<file path="config.mk">
export PLATFORM = sky130hd
export DESIGN_NAME = record_wire_parser_core
export DESIGN_NICKNAME = d
export VERILOG_FILES = /design/src/sv/rwp_pkg.sv /design/src/sv/rwp_parse.sv /design/src/sv/rwp_rsp_buf.sv /design/src/sv/record_wire_parser_core.sv
export VERILOG_INCLUDE_DIRS = /design/src /design/src/sv
export SDC_FILE = /design/constraint.sdc
export NUM_CORES = 1
export LEC_CHECK = 0
export ABC_AREA = 1
export BUFFER_PORTS_ARGS = -buffer_cell sky130_fd_sc_hd__buf_2
export CORE_ASPECT_RATIO = 0.6
export CORE_MARGIN = 4
export CORE_UTILIZATION = 35
export DETAILED_ROUTE_END_ITERATION = 16
export PLACE_DENSITY = 0.55
export REMOVE_ABC_BUFFERS = 1
export SYNTH_ARGS = -nofsm -noshare
export SYNTH_HDL_FRONTEND = slang
export SYNTH_SLANG_ARGS = --single-unit
</file>
<file path="constraint.sdc">
create_clock -name clock -period 8.9 [get_ports clock]
set_clock_uncertainty 0.05 [all_clocks]
set_input_delay 1.335 -clock clock [delete_from_list [all_inputs] [get_ports clock]]
set_output_delay 1.335 -clock clock [all_outputs]
set_load 0.05 [all_outputs]
</file>
<file path="src/sv/record_wire_parser_core_macros.svh">
// Assertion helpers shared by the record parser modules.
// Every check is sampled on the rising clock edge and is off while reset is high.
`ifndef RECORD_WIRE_PARSER_CORE_MACROS_SVH
`define RECORD_WIRE_PARSER_CORE_MACROS_SVH

// The condition must be true at every edge.
`define RWP_ASSERT_HOLD(name, cond) \
   name: assert property (@(posedge clock) disable iff (reset) (cond)) \
      else $error("record_wire_parser_core: invariant violated");

// When ante is true, cons must be true at the same edge.
`define RWP_ASSERT_IMPL(name, ante, cons) \
   name: assert property (@(posedge clock) disable iff (reset) (ante) |-> (cons)) \
      else $error("record_wire_parser_core: implication violated");

// When ante is true, cons must be true at the next edge.
`define RWP_ASSERT_NEXT(name, ante, cons) \
   name: assert property (@(posedge clock) disable iff (reset) (ante) |=> (cons)) \
      else $error("record_wire_parser_core: next-cycle check violated");

`endif

</file>
<file path="src/sv/rwp_pkg.sv">
package rwp_pkg;

   localparam int unsigned FIELD_INDEX_W = 5;

   typedef enum logic [2:0] {
      KIND_SEQUENCE     = 3'd0,
      KIND_STRING_BYTE  = 3'd1,
      KIND_EMPTY_STRING = 3'd2,
      KIND_MONEY        = 3'd3,
      KIND_STATUS       = 3'd4
   } kind_type;

   typedef enum logic [1:0] {
      ST_OK           = 2'd0,
      ST_TRUNCATED    = 2'd1,
      ST_BAD_PRESENCE = 2'd2,
      ST_EXTRA_BYTE   = 2'd3
   } status_type;

   typedef struct packed {
      logic [FIELD_INDEX_W-1:0] field_index;
      kind_type                 kind;
      logic [7:0]               string_byte;
      logic                     string_last;
      logic [63:0]              word_value;
      logic                     money_present;
      logic                     record_end;
      status_type               status;
   } rsp_type;

endpackage

</file>
<file path="src/sv/rwp_parse.sv">
`include "record_wire_parser_core_macros.svh"

// Field walker: holds the parse state and builds at most one result word per input byte.
module rwp_parse
   import rwp_pkg::*;
#(
   parameter int unsigned STRING_FIELDS = 8,
   parameter int unsigned MONEY_FIELDS  = 10
) (
   input  logic       clock,
   input  logic       reset,
   input  logic       step,
   input  logic [7:0] payload_byte,
   input  logic       payload_last,
   output logic       push,
   output rsp_type    rsp
);

   localparam int unsigned TOTAL_FIELDS = STRING_FIELDS + MONEY_FIELDS;
   localparam int unsigned FC_BITS      = $clog2(TOTAL_FIELDS + 2);
   localparam int unsigned FC_W         = (FC_BITS > FIELD_INDEX_W) ? FC_BITS : FIELD_INDEX_W;
   localparam logic [FC_W-1:0] LAST_STRING = FC_W'(STRING_FIELDS);
   localparam logic [FC_W-1:0] LAST_FIELD  = FC_W'(TOTAL_FIELDS);

   typedef enum logic [1:0] {
      PH_HEAD  = 2'd0,
      PH_BODY  = 2'd1,
      PH_DONE  = 2'd2,
      PH_VALUE = 2'd3
   } phase_type;

   logic [FC_W-1:0] field_ff, field_in;
   phase_type       phase_ff, phase_in;
   logic [2:0]      byte_cnt_ff, byte_cnt_in;
   logic [63:0]     word_ff, word_in;
   logic [31:0]     remain_ff, remain_in;
   logic [7:0]      presence_ff, presence_in;
   logic            draining_ff, draining_in;

   logic [63:0]     word_new;
   logic [31:0]     remain_dec;
   logic [FC_W-1:0] field_next;
   logic [FC_W-1:0] fi;
   logic            item;
   status_type      err;
   kind_type        kind;
   logic [7:0]      sbyte;
   logic            slast;
   logic [63:0]     wval;
   logic            mpres;
   status_type      end_status;
   logic            push_c;

   assign word_new   = word_ff | ({56'd0, payload_byte} << {byte_cnt_ff, 3'b000});
   assign remain_dec = remain_ff - 32'd1;
   assign field_next = field_ff + FC_W'(1);

   always_comb begin
      field_in    = field_ff;
      phase_in    = phase_ff;
      byte_cnt_in = byte_cnt_ff;
      word_in     = word_ff;
      remain_in   = remain_ff;
      presence_in = presence_ff;
      draining_in = draining_ff;
      fi          = field_ff;
      item        = 1'b0;
      err         = ST_OK;
      kind        = KIND_STATUS;
      sbyte       = 8'd0;
      slast       = 1'b0;
      wval        = 64'd0;
      mpres       = 1'b0;
      end_status  = ST_OK;
      push_c      = 1'b0;
      rsp         = '0;

      if (draining_ff) begin
         if (payload_last) begin
            field_in    = '0;
            phase_in    = PH_HEAD;
            byte_cnt_in = 3'd0;
            word_in     = 64'd0;
            remain_in   = 32'd0;
            presence_in = 8'd0;
            draining_in = 1'b0;
         end
      end else begin
         case (phase_ff)
            PH_DONE: begin
               err = ST_EXTRA_BYTE;
               fi  = LAST_FIELD;
            end
            PH_HEAD: begin
               if (field_ff == '0) begin
                  word_in = word_new;
                  if (byte_cnt_ff == 3'd7) begin
                     item = 1'b1;
                     kind = KIND_SEQUENCE;
                     wval = word_new;
                  end else begin
                     byte_cnt_in = byte_cnt_ff + 3'd1;
                  end
               end else if (field_ff <= LAST_STRING) begin
                  word_in = word_new;
                  if (byte_cnt_ff[1:0] == 2'd3) begin
                     remain_in = word_new[31:0];
                     if (word_new[31:0] == 32'd0) begin
                        item = 1'b1;
                        kind = KIND_EMPTY_STRING;
                     end else begin
                        phase_in    = PH_BODY;
                        byte_cnt_in = 3'd0;
                        word_in     = 64'd0;
                     end
                  end else begin
                     byte_cnt_in = byte_cnt_ff + 3'd1;
                  end
               end else begin
                  presence_in = payload_byte;
                  phase_in    = PH_VALUE;
                  byte_cnt_in = 3'd0;
                  word_in     = 64'd0;
               end
            end
            PH_BODY: begin
               remain_in = remain_dec;
               item      = 1'b1;
               kind      = KIND_STRING_BYTE;
               sbyte     = payload_byte;
               slast     = (remain_dec == 32'd0);
            end
            default: begin
               word_in = word_new;
               if (byte_cnt_ff == 3'd7) begin
                  if (presence_ff > 8'd1) begin
                     err = ST_BAD_PRESENCE;
                  end else begin
                     item  = 1'b1;
                     kind  = KIND_MONEY;
                     mpres = presence_ff[0];
                     wval  = presence_ff[0] ? word_new : 64'd0;
                  end
               end else begin
                  byte_cnt_in = byte_cnt_ff + 3'd1;
               end
            end
         endcase

         // Field finished: move to the next one (sequence, empty string, last
         // string byte, money value).
         if (item && (kind != KIND_STRING_BYTE || slast)) begin
            field_in    = field_next;
            byte_cnt_in = 3'd0;
            word_in     = 64'd0;
            phase_in    = (field_next > LAST_FIELD) ? PH_DONE : PH_HEAD;
         end

         end_status = (phase_in == PH_DONE) ? ST_OK : ST_TRUNCATED;

         if (err != ST_OK) begin
            push_c          = 1'b1;
            rsp.field_index = fi[FIELD_INDEX_W-1:0];
            rsp.kind        = KIND_STATUS;
            rsp.record_end  = 1'b1;
            rsp.status      = err;
            draining_in     = !payload_last;
         end else begin
            push_c            = item || payload_last;
            rsp.field_index   = fi[FIELD_INDEX_W-1:0];
            rsp.kind          = item ? kind : KIND_STATUS;
            rsp.string_byte   = sbyte;
            rsp.string_last   = slast;
            rsp.word_value    = wval;
            rsp.money_present = mpres;
            rsp.record_end    = payload_last;
            rsp.status        = payload_last ? end_status : ST_OK;
         end

         // Record closed: start the next one afresh.
         if (err != ST_OK || payload_last) begin
            field_in    = '0;
            phase_in    = PH_HEAD;
            byte_cnt_in = 3'd0;
            word_in     = 64'd0;
            remain_in   = 32'd0;
            presence_in = 8'd0;
         end
      end
   end

   assign push = step && push_c;

   always_ff @(posedge clock) begin
      if (reset) begin
         field_ff    <= '0;
         phase_ff    <= PH_HEAD;
         byte_cnt_ff <= 3'd0;
         word_ff     <= 64'd0;
         remain_ff   <= 32'd0;
         presence_ff <= 8'd0;
         draining_ff <= 1'b0;
      end else if (step) begin
         field_ff    <= field_in;
         phase_ff    <= phase_in;
         byte_cnt_ff <= byte_cnt_in;
         word_ff     <= word_in;
         remain_ff   <= remain_in;
         presence_ff <= presence_in;
         draining_ff <= draining_in;
      end
   end

   `RWP_ASSERT_IMPL(a_drain_silent, draining_ff, !push)
   `RWP_ASSERT_NEXT(a_close_restarts, push && rsp.record_end,
                    field_ff == '0 && phase_ff == PH_HEAD)
   `RWP_ASSERT_IMPL(a_body_nonzero, phase_ff == PH_BODY, remain_ff != 32'd0)

endmodule

</file>
<file path="src/sv/rwp_rsp_buf.sv">
`include "record_wire_parser_core_macros.svh"

// Two-word result buffer; keeps taking words while one waits downstream.
module rwp_rsp_buf
   import rwp_pkg::*;
(
   input  logic    clock,
   input  logic    reset,
   input  logic    push,
   input  rsp_type push_word,
   output logic    has_room,
   output logic    out_valid,
   input  logic    out_ready,
   output rsp_type out_word
);

   logic [1:0] count_ff, count_in;
   rsp_type    head_ff, head_in;
   rsp_type    tail_ff, tail_in;
   logic       pop;

   assign pop       = out_valid && out_ready;
   assign out_valid = (count_ff != 2'd0);
   assign has_room  = (count_ff != 2'd2);
   assign out_word  = head_ff;

   always_comb begin
      count_in = count_ff;
      head_in  = head_ff;
      tail_in  = tail_ff;
      if (push && pop) begin
         if (count_ff == 2'd1) begin
            head_in = push_word;
         end else begin
            head_in = tail_ff;
            tail_in = push_word;
         end
      end else if (pop) begin
         head_in  = tail_ff;
         count_in = count_ff - 2'd1;
      end else if (push) begin
         if (count_ff == 2'd0) begin
            head_in = push_word;
         end else begin
            tail_in = push_word;
         end
         count_in = count_ff + 2'd1;
      end
   end

   always_ff @(posedge clock) begin
      if (reset) begin
         count_ff <= 2'd0;
      end else begin
         count_ff <= count_in;
      end
      head_ff <= head_in;
      tail_ff <= tail_in;
   end

   `RWP_ASSERT_IMPL(a_no_overflow, push, count_ff != 2'd2)
   `RWP_ASSERT_HOLD(a_count_range, count_ff != 2'd3)
   `RWP_ASSERT_NEXT(a_head_held, out_valid && !out_ready, $stable(head_ff))

endmodule

</file>
<file path="src/sv/record_wire_parser_core.sv">
// Streaming record parser. One payload byte is taken per req word (req_payload_last marks the
// final byte) and at most one rsp word comes out of it: the 64-bit sequence word, each string
// content byte (or one empty-string word), each money field with its 64 value bits (zero if
// absent), or a status-only word. The word that closes a record carries rsp_record_end and the
// status: ok, truncated (payload ended early), bad presence (presence byte above 1, reported
// with the last value byte) or extra byte (first byte past a complete record). After an error
// the rest of the payload is dropped silently up to and including its last byte. Every byte is
// handled in the cycle it is accepted, so the block sustains one req word per clock while the
// buffer has room; results land in a two-word output buffer, so req_ready stays high while one
// result waits on rsp_ready and drops only when both buffer slots are occupied. Results are
// registered before rsp_valid. There is no configuration and no start-up pass after reset.
module record_wire_parser_core
   import rwp_pkg::*;
#(
   parameter int unsigned STRING_FIELDS = 8,
   parameter int unsigned MONEY_FIELDS  = 10
) (
   input  logic        clock,
   input  logic        reset,
   // byte input channel
   input  logic        req_valid,
   output logic        req_ready,
   input  logic [7:0]  req_payload_byte,
   input  logic        req_payload_last,
   // result channel
   output logic        rsp_valid,
   input  logic        rsp_ready,
   output logic [4:0]  rsp_field_index,
   output logic [2:0]  rsp_kind,
   output logic [7:0]  rsp_string_byte,
   output logic        rsp_string_last,
   output logic [63:0] rsp_word_value,
   output logic        rsp_money_present,
   output logic        rsp_record_end,
   output logic [1:0]  rsp_status
);

   logic    step;       // byte word accepted this cycle
   logic    push;       // parser produced a result word
   rsp_type parse_word; // result built from the current byte
   rsp_type out_word;   // word at the head of the output buffer
   logic    has_room;

   assign req_ready = has_room;
   assign step      = req_valid && req_ready;

   // Parse state and per-byte decode.
   rwp_parse #(
      .STRING_FIELDS (STRING_FIELDS),
      .MONEY_FIELDS  (MONEY_FIELDS)
   ) u_parse (
      .clock        (clock),
      .reset        (reset),
      .step         (step),
      .payload_byte (req_payload_byte),
      .payload_last (req_payload_last),
      .push         (push),
      .rsp          (parse_word)
   );

   // Registered result stage with one spare slot.
   rwp_rsp_buf u_rsp_buf (
      .clock     (clock),
      .reset     (reset),
      .push      (push),
      .push_word (parse_word),
      .has_room  (has_room),
      .out_valid (rsp_valid),
      .out_ready (rsp_ready),
      .out_word  (out_word)
   );

   assign rsp_field_index   = out_word.field_index;
   assign rsp_kind          = out_word.kind;
   assign rsp_string_byte   = out_word.string_byte;
   assign rsp_string_last   = out_word.string_last;
   assign rsp_word_value    = out_word.word_value;
   assign rsp_money_present = out_word.money_present;
   assign rsp_record_end    = out_word.record_end;
   assign rsp_status        = out_word.status;

endmodule
</file>
==> flow_summary.yaml, run 1 <==
timing:
  finalCritPeriodShare_pct: 60.1
  slew_violations: 0
  maxClockFrequency_ghz: 0.187
  rsz0062_at_grt: "no"
  period_needed_ps: 5350
  tightest_slew_ps: 1180
  setup_ws_ps: 3550
  slew-limit-headroom_pct: 21.2
  tns_ps: 0
  finalSetupViolCount: 0
  hold_viol: 0
place:
  gp_congestion: 0.949
  dp_slack_ps: 3250
  dpl.hpwl_um: 30000
  io_buffers: 99
floorplanning:
  num_rows: 58
  die-width_um: 274
  core_area_um2: 41900
  dieHeight_um: 167
  start_util_pct: 35.4
  dieArea_um2: 45800
  num_io_pins: 100
routing:
  drt-vias-per-instance: 5.08
  drtIter0Drc: 1246
  drc: 0
  wl_um: 45200
  dr.pass1.iters: 5
  wire_per_inst_um: 17.5
  drtAntennaViolNets: 0
  vias: 13138
synth:
  syn_inst: 1943
  syn_area_um2: 14800
  async_flop_share_pct: 0
  synth_seq_cells: 287
  synth_edf_count: 170
  yosysMostFrequentCell: "nand2_1"
  synth_common_cells: "536 x nand2_1, 367 x nor2_1, 170 x edfxtp_1, 162 x inv_1, 121 x nand3_1"
  syn_avg_cell_area_um2: 7.63
  ys.flop_type: "edfxtp_1"
  synth_top_area_share_pct: 34.4
  synthDistinctLibCells: 41
  yosysSeqAreaShare_pct: 50.2
  yosys_warnings: 0
  synth_top_area_cell: "edfxtp_1"
  synth_area_leaders: "edfxtp_1 34%, dfxtp_1 16%, nand2_1 14%"
finish:
  final_layout_size_suffix_gt1_share_pct: 10.9
  nets: 2022
  nFillCells: 4390
  areaGrowthSynthToFinish_pct: 11.9
  postLayoutCoreUtil_pct: 39.6
run:
  drv_cap: 0
power_and_ir_drop:
  leakage_uw: 0.00705
  peakVddDrop_v: 0.000163
  powerDensity_nw_per_um2: 316
setup_path:
  crit_type: "flip-flop to flip-flop"
  start_kind: "flip-flop"
  crit_chain: "inv_1 > ha_1 > inv_1 > o21ai_0 > nor2_1 > nand2_1 > buf_4 > inv_2 > nand2_4 > nand2_2 > buf_4 > nand3_1 > nand2_1 > nor2_1"
  critPathMaxFanout: 73
  cp_num_cells: 14
  critPathBufInv: 5
  rr_worst_depth: 14
  crit_slowest_cell: "nor2_1"
  critPathTopFamily: "simple AND/OR/NAND/NOR gates"
  crit_required_ps: 9310
  arrival_ps: 5760
  endpoint_kind: "flip-flop"
  critPathMaxStageDelay_ps: 770
outcome:
  outcome: "finished clean"
worst_hold_path:
  worstHoldPathType: "flip-flop to flip-flop"
  hold_depth: 2
global_route:
  gr-total-overflow: 0
  grt_max_degree: 87
  globalRouteTotalUtil_pct: 19.3
  grt_pass1_vias: 12320
  antenna_found_initial: 1
  grt_pass1_wl_um: 71100
clocking:
  clk_latency_ps: 580
  cts.clk_slew.worst_paths_ps: 70
  root_buffer: "clkbuf_16"
  cts_made_buffers: 29
  cts.sinks: 287
  ctsResizeCount: 0
  cts-hold-fix-buffers: 0
  clock_path_buffers: 3
  post_cts_buffers: 0
  cts-htree-levels: 1
  cts_tree: "yes"
[registers in the layout, summed over array words and instances, names as in the netlist]
register             flops
u_parse.remain_ff       32
u_parse.word_ff         64
u_parse.presence_ff      8
u_parse.byte_cnt_ff      3
u_parse.draining_ff      1
u_rsp_buf.tail_ff       85
u_parse.field_ff         5
u_parse.phase_ff         2
u_rsp_buf.count_ff       2
u_rsp_buf.out_word      85
[cells by family (layout without fill, tap and decap cells)]
kind of cell	after synthesis	in the layout	synth area share (%)
AOI/OAI and AO/OA	194	194	7.69
buffers and inverters	275	346	7.85
adders and majority gates	17	17	1.43
DFF	287	287	50.2
xor gates and xnor gates	6	6	0.354
and+or+nand+nor	1164	1164	32.5
other	0	1	0
[metrics by stage]
| step | instances | area [um^2] | hold slack, ps | power (uW) |
|---|---|---|---|---|
| final | 2585 | 16600 | 418 | 5240 |
| after global routing | 2585 | 16600 | 430 | 5560 |
| after CTS | 2584 | 16600 | 416 | 5280 |
| after detailed placement | 2531 | 15700 | 406 | 4080 |
| after global placement | 2531 | 15700 | 403 | 4060 |
| after floorplan | 1842 | 14300 | 389 | 3530 |
[path summary, 6_finish.rpt]
path | startpoint | to | slack [ps]
min | u_parse.presence_ff[3]$_SDFFE_PP0P_ | u_parse.presence_ff[3]$_SDFFE_PP0P_ | 420
min reg2reg | u_parse.presence_ff[3]$_SDFFE_PP0P_ | u_parse.presence_ff[3]$_SDFFE_PP0P_ | 420
max | u_parse.phase_ff[0]$_SDFFE_PP0P_ | u_parse.word_ff[32]$_SDFFE_PP0P_ | 3550
max reg2reg | u_parse.phase_ff[0]$_SDFFE_PP0P_ | u_parse.word_ff[32]$_SDFFE_PP0P_ | 3550
[area by class of cell]
class	count	area [um^2]	share of cell area, %
Antenna cell	1	2.50	0.0151
Clock buffer	40	787	4.74
Clock inverter	13	100	0.603
Inverter	174	656	3.95
Multi-Input combinational cell	1381	6250	37.6
Sequential cell	287	7450	44.9
Tap cell	570	713	4.30
Timing Repair Buffer	119	646	3.89
[power breakdown]
group	leakage, uW	switching, uW	internal, uW
Sequential	0.00258	112	1810
Clock	0.000434	536	647
Combinational	0.00404	1670	472
Total	0.00705	2310	2930
[per-layer routing]
layer / track usage, % / wire [um] / vias to the layer above
met5: 0 / 0 / -
met4: 3.30 / 676 / 0
met3: 3.24 / 3320 / 44
met2: 26.5 / 18000 / 430
met1: 31.6 / 23200 / 6268
li1: - / - / 6396
[worst register-to-register path: cells and delay by family (launching register included)]
family | cells | cell delay (ps)
AND/OR/NAND/NOR | 7 | 2570
buffers and inverters | 5 | 1710
AO/OA/AOI/OAI | 1 | 120
adder cells (fa/ha/maj) | 1 | 300
flip-flops | 1 | 470
[cells in the final DEF (no fill, tap or decap), drive strengths merged]
| master | n |
|---|---|
| or3 | 1 |
| xnor2 | 3 |
| nor3 | 80 |
| buf | 119 |
| o21ai | 71 |
| nand3b | 6 |
| a31oi | 3 |
| o22ai | 3 |
| or2 | 1 |
| clkbuf | 40 |
| xor2 | 3 |
| nand3 | 127 |
| dfxtp | 117 |
| o211ai | 10 |
| nor3b | 1 |
| ha | 17 |
| nor4 | 1 |
| diode | 1 |
| a211oi | 20 |
| o2111ai | 4 |
| nor2 | 388 |
| clkinvlp | 1 |
| edfxtp | 170 |
| bufinv | 1 |
| inv | 174 |
| nand2 | 539 |
| a21oi | 81 |
| clkinv | 11 |
| nand4 | 20 |
| a22o | 2 |
Note: power is estimated with default switching activity, not from simulation.
==> inputs of run 2 (changes only) <==
==> constraint.sdc (replaced) <==
create_clock -name clock -period 4.9 [get_ports clock]
set_clock_uncertainty 0.05 [all_clocks]
set_input_delay 0.735 -clock clock [delete_from_list [all_inputs] [get_ports clock]]
set_output_delay 0.735 -clock clock [all_outputs]
set_load 0.05 [all_outputs]
==> flow_summary.yaml, run 2 (synthesis results as in run 1) <==
power_and_ir_drop:
  peakVddDrop_v: 0.000404
  pwr-share-seq_pct: 36.2
  powerDensity_nw_per_um2: 576
  p_sw_share_pct: 43.7
  pwr-share-clk_pct: 23.0
  leakage_uw: 0.00716
  p_int_uw: 5450
  combPwrFrac_pct: 40.8
  design_power_total_uw: 9680
  p_switching_uw: 4230
timing:
  holdWs_ps: 420
  slew_violations: 0
  slew-limit-headroom_pct: 44.5
  rsz0062_at_grt: "no"
  period_needed_ps: 4490
  finalCritPeriodShare_pct: 91.6
  finalSetupViolCount: 0
  maxClockFrequency_ghz: 0.223
  tightest_slew_ps: 833
  hold_viol: 0
global_route:
  globalRouteTotalUtil_pct: 19.5
  grt_pass1_vias: 12148
  grt_max_degree: 68
  grt_pass1_wl_um: 71400
  antenna_found_initial: 1
  gr-total-overflow: 0
routing:
  drtIter0Drc: 1342
  routed.top_layer: "met5"
  drc: 0
  drtAntennaViolNets: 0
  route.met2.wl_um: 18100
  drt-vias-per-instance: 5.03
  met3_length_um: 3290
  dr.pass1.iters: 5
  m1WireLength_um: 23600
  wire_per_inst_um: 17.6
  vias: 13110
  wl_um: 45800
clocking:
  clk_latency_ps: 580
  clock_path_buffers: 3
  cts.sinks: 287
  cts-htree-levels: 1
  root_buffer: "clkbuf_16"
  cts.clk_slew.worst_paths_ps: 70
  cts_tree: "yes"
  cts_made_buffers: 29
  cts-hold-fix-buffers: 0
floorplanning:
  num_io_pins: 100
  die-width_um: 274
  dieArea_um2: 45800
  core_area_um2: 41900
  start_util_pct: 35.4
  num_rows: 58
  dieHeight_um: 167
place:
  dpl.hpwl_um: 31300
  gp_congestion: 0.917
  io_buffers: 99
setup_path:
  crit_type: "flip-flop to flip-flop"
  start_kind: "flip-flop"
  arrival_ps: 4640
  critPathMaxFanout: 38
  crit_required_ps: 5050
  rr_worst_depth: 20
  endpoint_kind: "flip-flop"
finish:
  final_layout_size_suffix_gt1_share_pct: 11.8
  num_antenna_cells: 0
  nFillCells: 4336
  nets: 2042
  final_cell_mix: "533 x nand2_1, 366 x nor2_1, 170 x edfxtp_1"
  layout_commonest_cell: "nand2_1"
  regArea_um2: 7450
  multiInputGateArea_um2: 6250
  areaGrowthSynthToFinish_pct: 13.3
run:
  drv_cap: 0
outcome:
  outcome: "finished clean"
worst_hold_path:
  worstHoldPathType: "flip-flop to flip-flop"
  hold_depth: 2
[run 2: repair_timing]
item                                    in CTS  in global routing
endpoints found under the hold margin        0                  0
setup buffers                                0                  0
resized for setup                            0                  2
endpoints found under the setup margin       0                100
[run 2: routing by layer]
layer	up-vias	track usage [%]
met1	6154	31.9
met4	2	3.51
met2	451	26.7
li1	6442	-
met3	61	3.29
met5	-	0
[run 2: through the flow]
step / setup TNS, ps / std cells / instance area, um^2 / setup WS (ps) / util, %
6_report: 0 / 2605 / 16800 / 409 / 40.1
5_1_grt: 0 / 2605 / 16800 / 97.1 / 40.1
4_1_cts: 0 / 2605 / 16800 / 223 / 40.1
3_5_place_dp: 0 / 2551 / 15900 / 110 / 37.9
3_3_place_gp: 0 / 2551 / 15900 / 97.7 / 37.9
2_1_floorplan: -672340 / 1842 / 14300 / -4280 / -
[run 2: path summary, 6_finish.rpt]
kind,startpoint,to,slack (ps)
max,u_parse.byte_cnt_ff[0]$_SDFFE_PP0P_,u_rsp_buf.tail_ff[17]$_DFFE_PP_,410
min,u_parse.presence_ff[3]$_SDFFE_PP0P_,u_parse.presence_ff[3]$_SDFFE_PP0P_,420
min reg2reg,u_parse.presence_ff[3]$_SDFFE_PP0P_,u_parse.presence_ff[3]$_SDFFE_PP0P_,420
max reg2reg,u_parse.byte_cnt_ff[0]$_SDFFE_PP0P_,u_rsp_buf.tail_ff[17]$_DFFE_PP_,410
[run 2: power groups by stage]
| stage | clock network [uW] | registers (uW) | logic [uW] |
|---|---|---|---|
| after floorplan | 0 | 4640 | 1770 |
| after global placement | 0 | 3550 | 3910 |
| after detailed placement | 0 | 3550 | 3940 |
| after CTS | 2290 | 3510 | 3950 |
| after global routing | 2390 | 3560 | 4310 |
| final | 2230 | 3500 | 3950 |
[run 2: final cells by class]
class / instances / share of cell area [%]
flip-flops and latches: 287 / 44.3
clock buffers: 41 / 4.59
clock inverters: 13 / 0.871
well taps: 570 / 4.24
repair buffers: 139 / 4.88
multi-input cells: 1381 / 37.2
inverters: 174 / 3.91
[run 2: critical path, stage by stage (launching register included)]
cell	delay, ps
dfxtp_1	570
inv_4	190
nand3_1	160
nor2_1	50
nor2_1	430
nand2_1	100
nor2_1	120
nand2_1	90
nor2_2	240
nand4_1	260
a21oi_4	250
nor2_1	70
nor2_1	80
nand2_1	150
inv_1	90
ha_1	160
inv_1	120
nand2_1	130
nand3_1	120
a21oi_4	170
buf_4	460
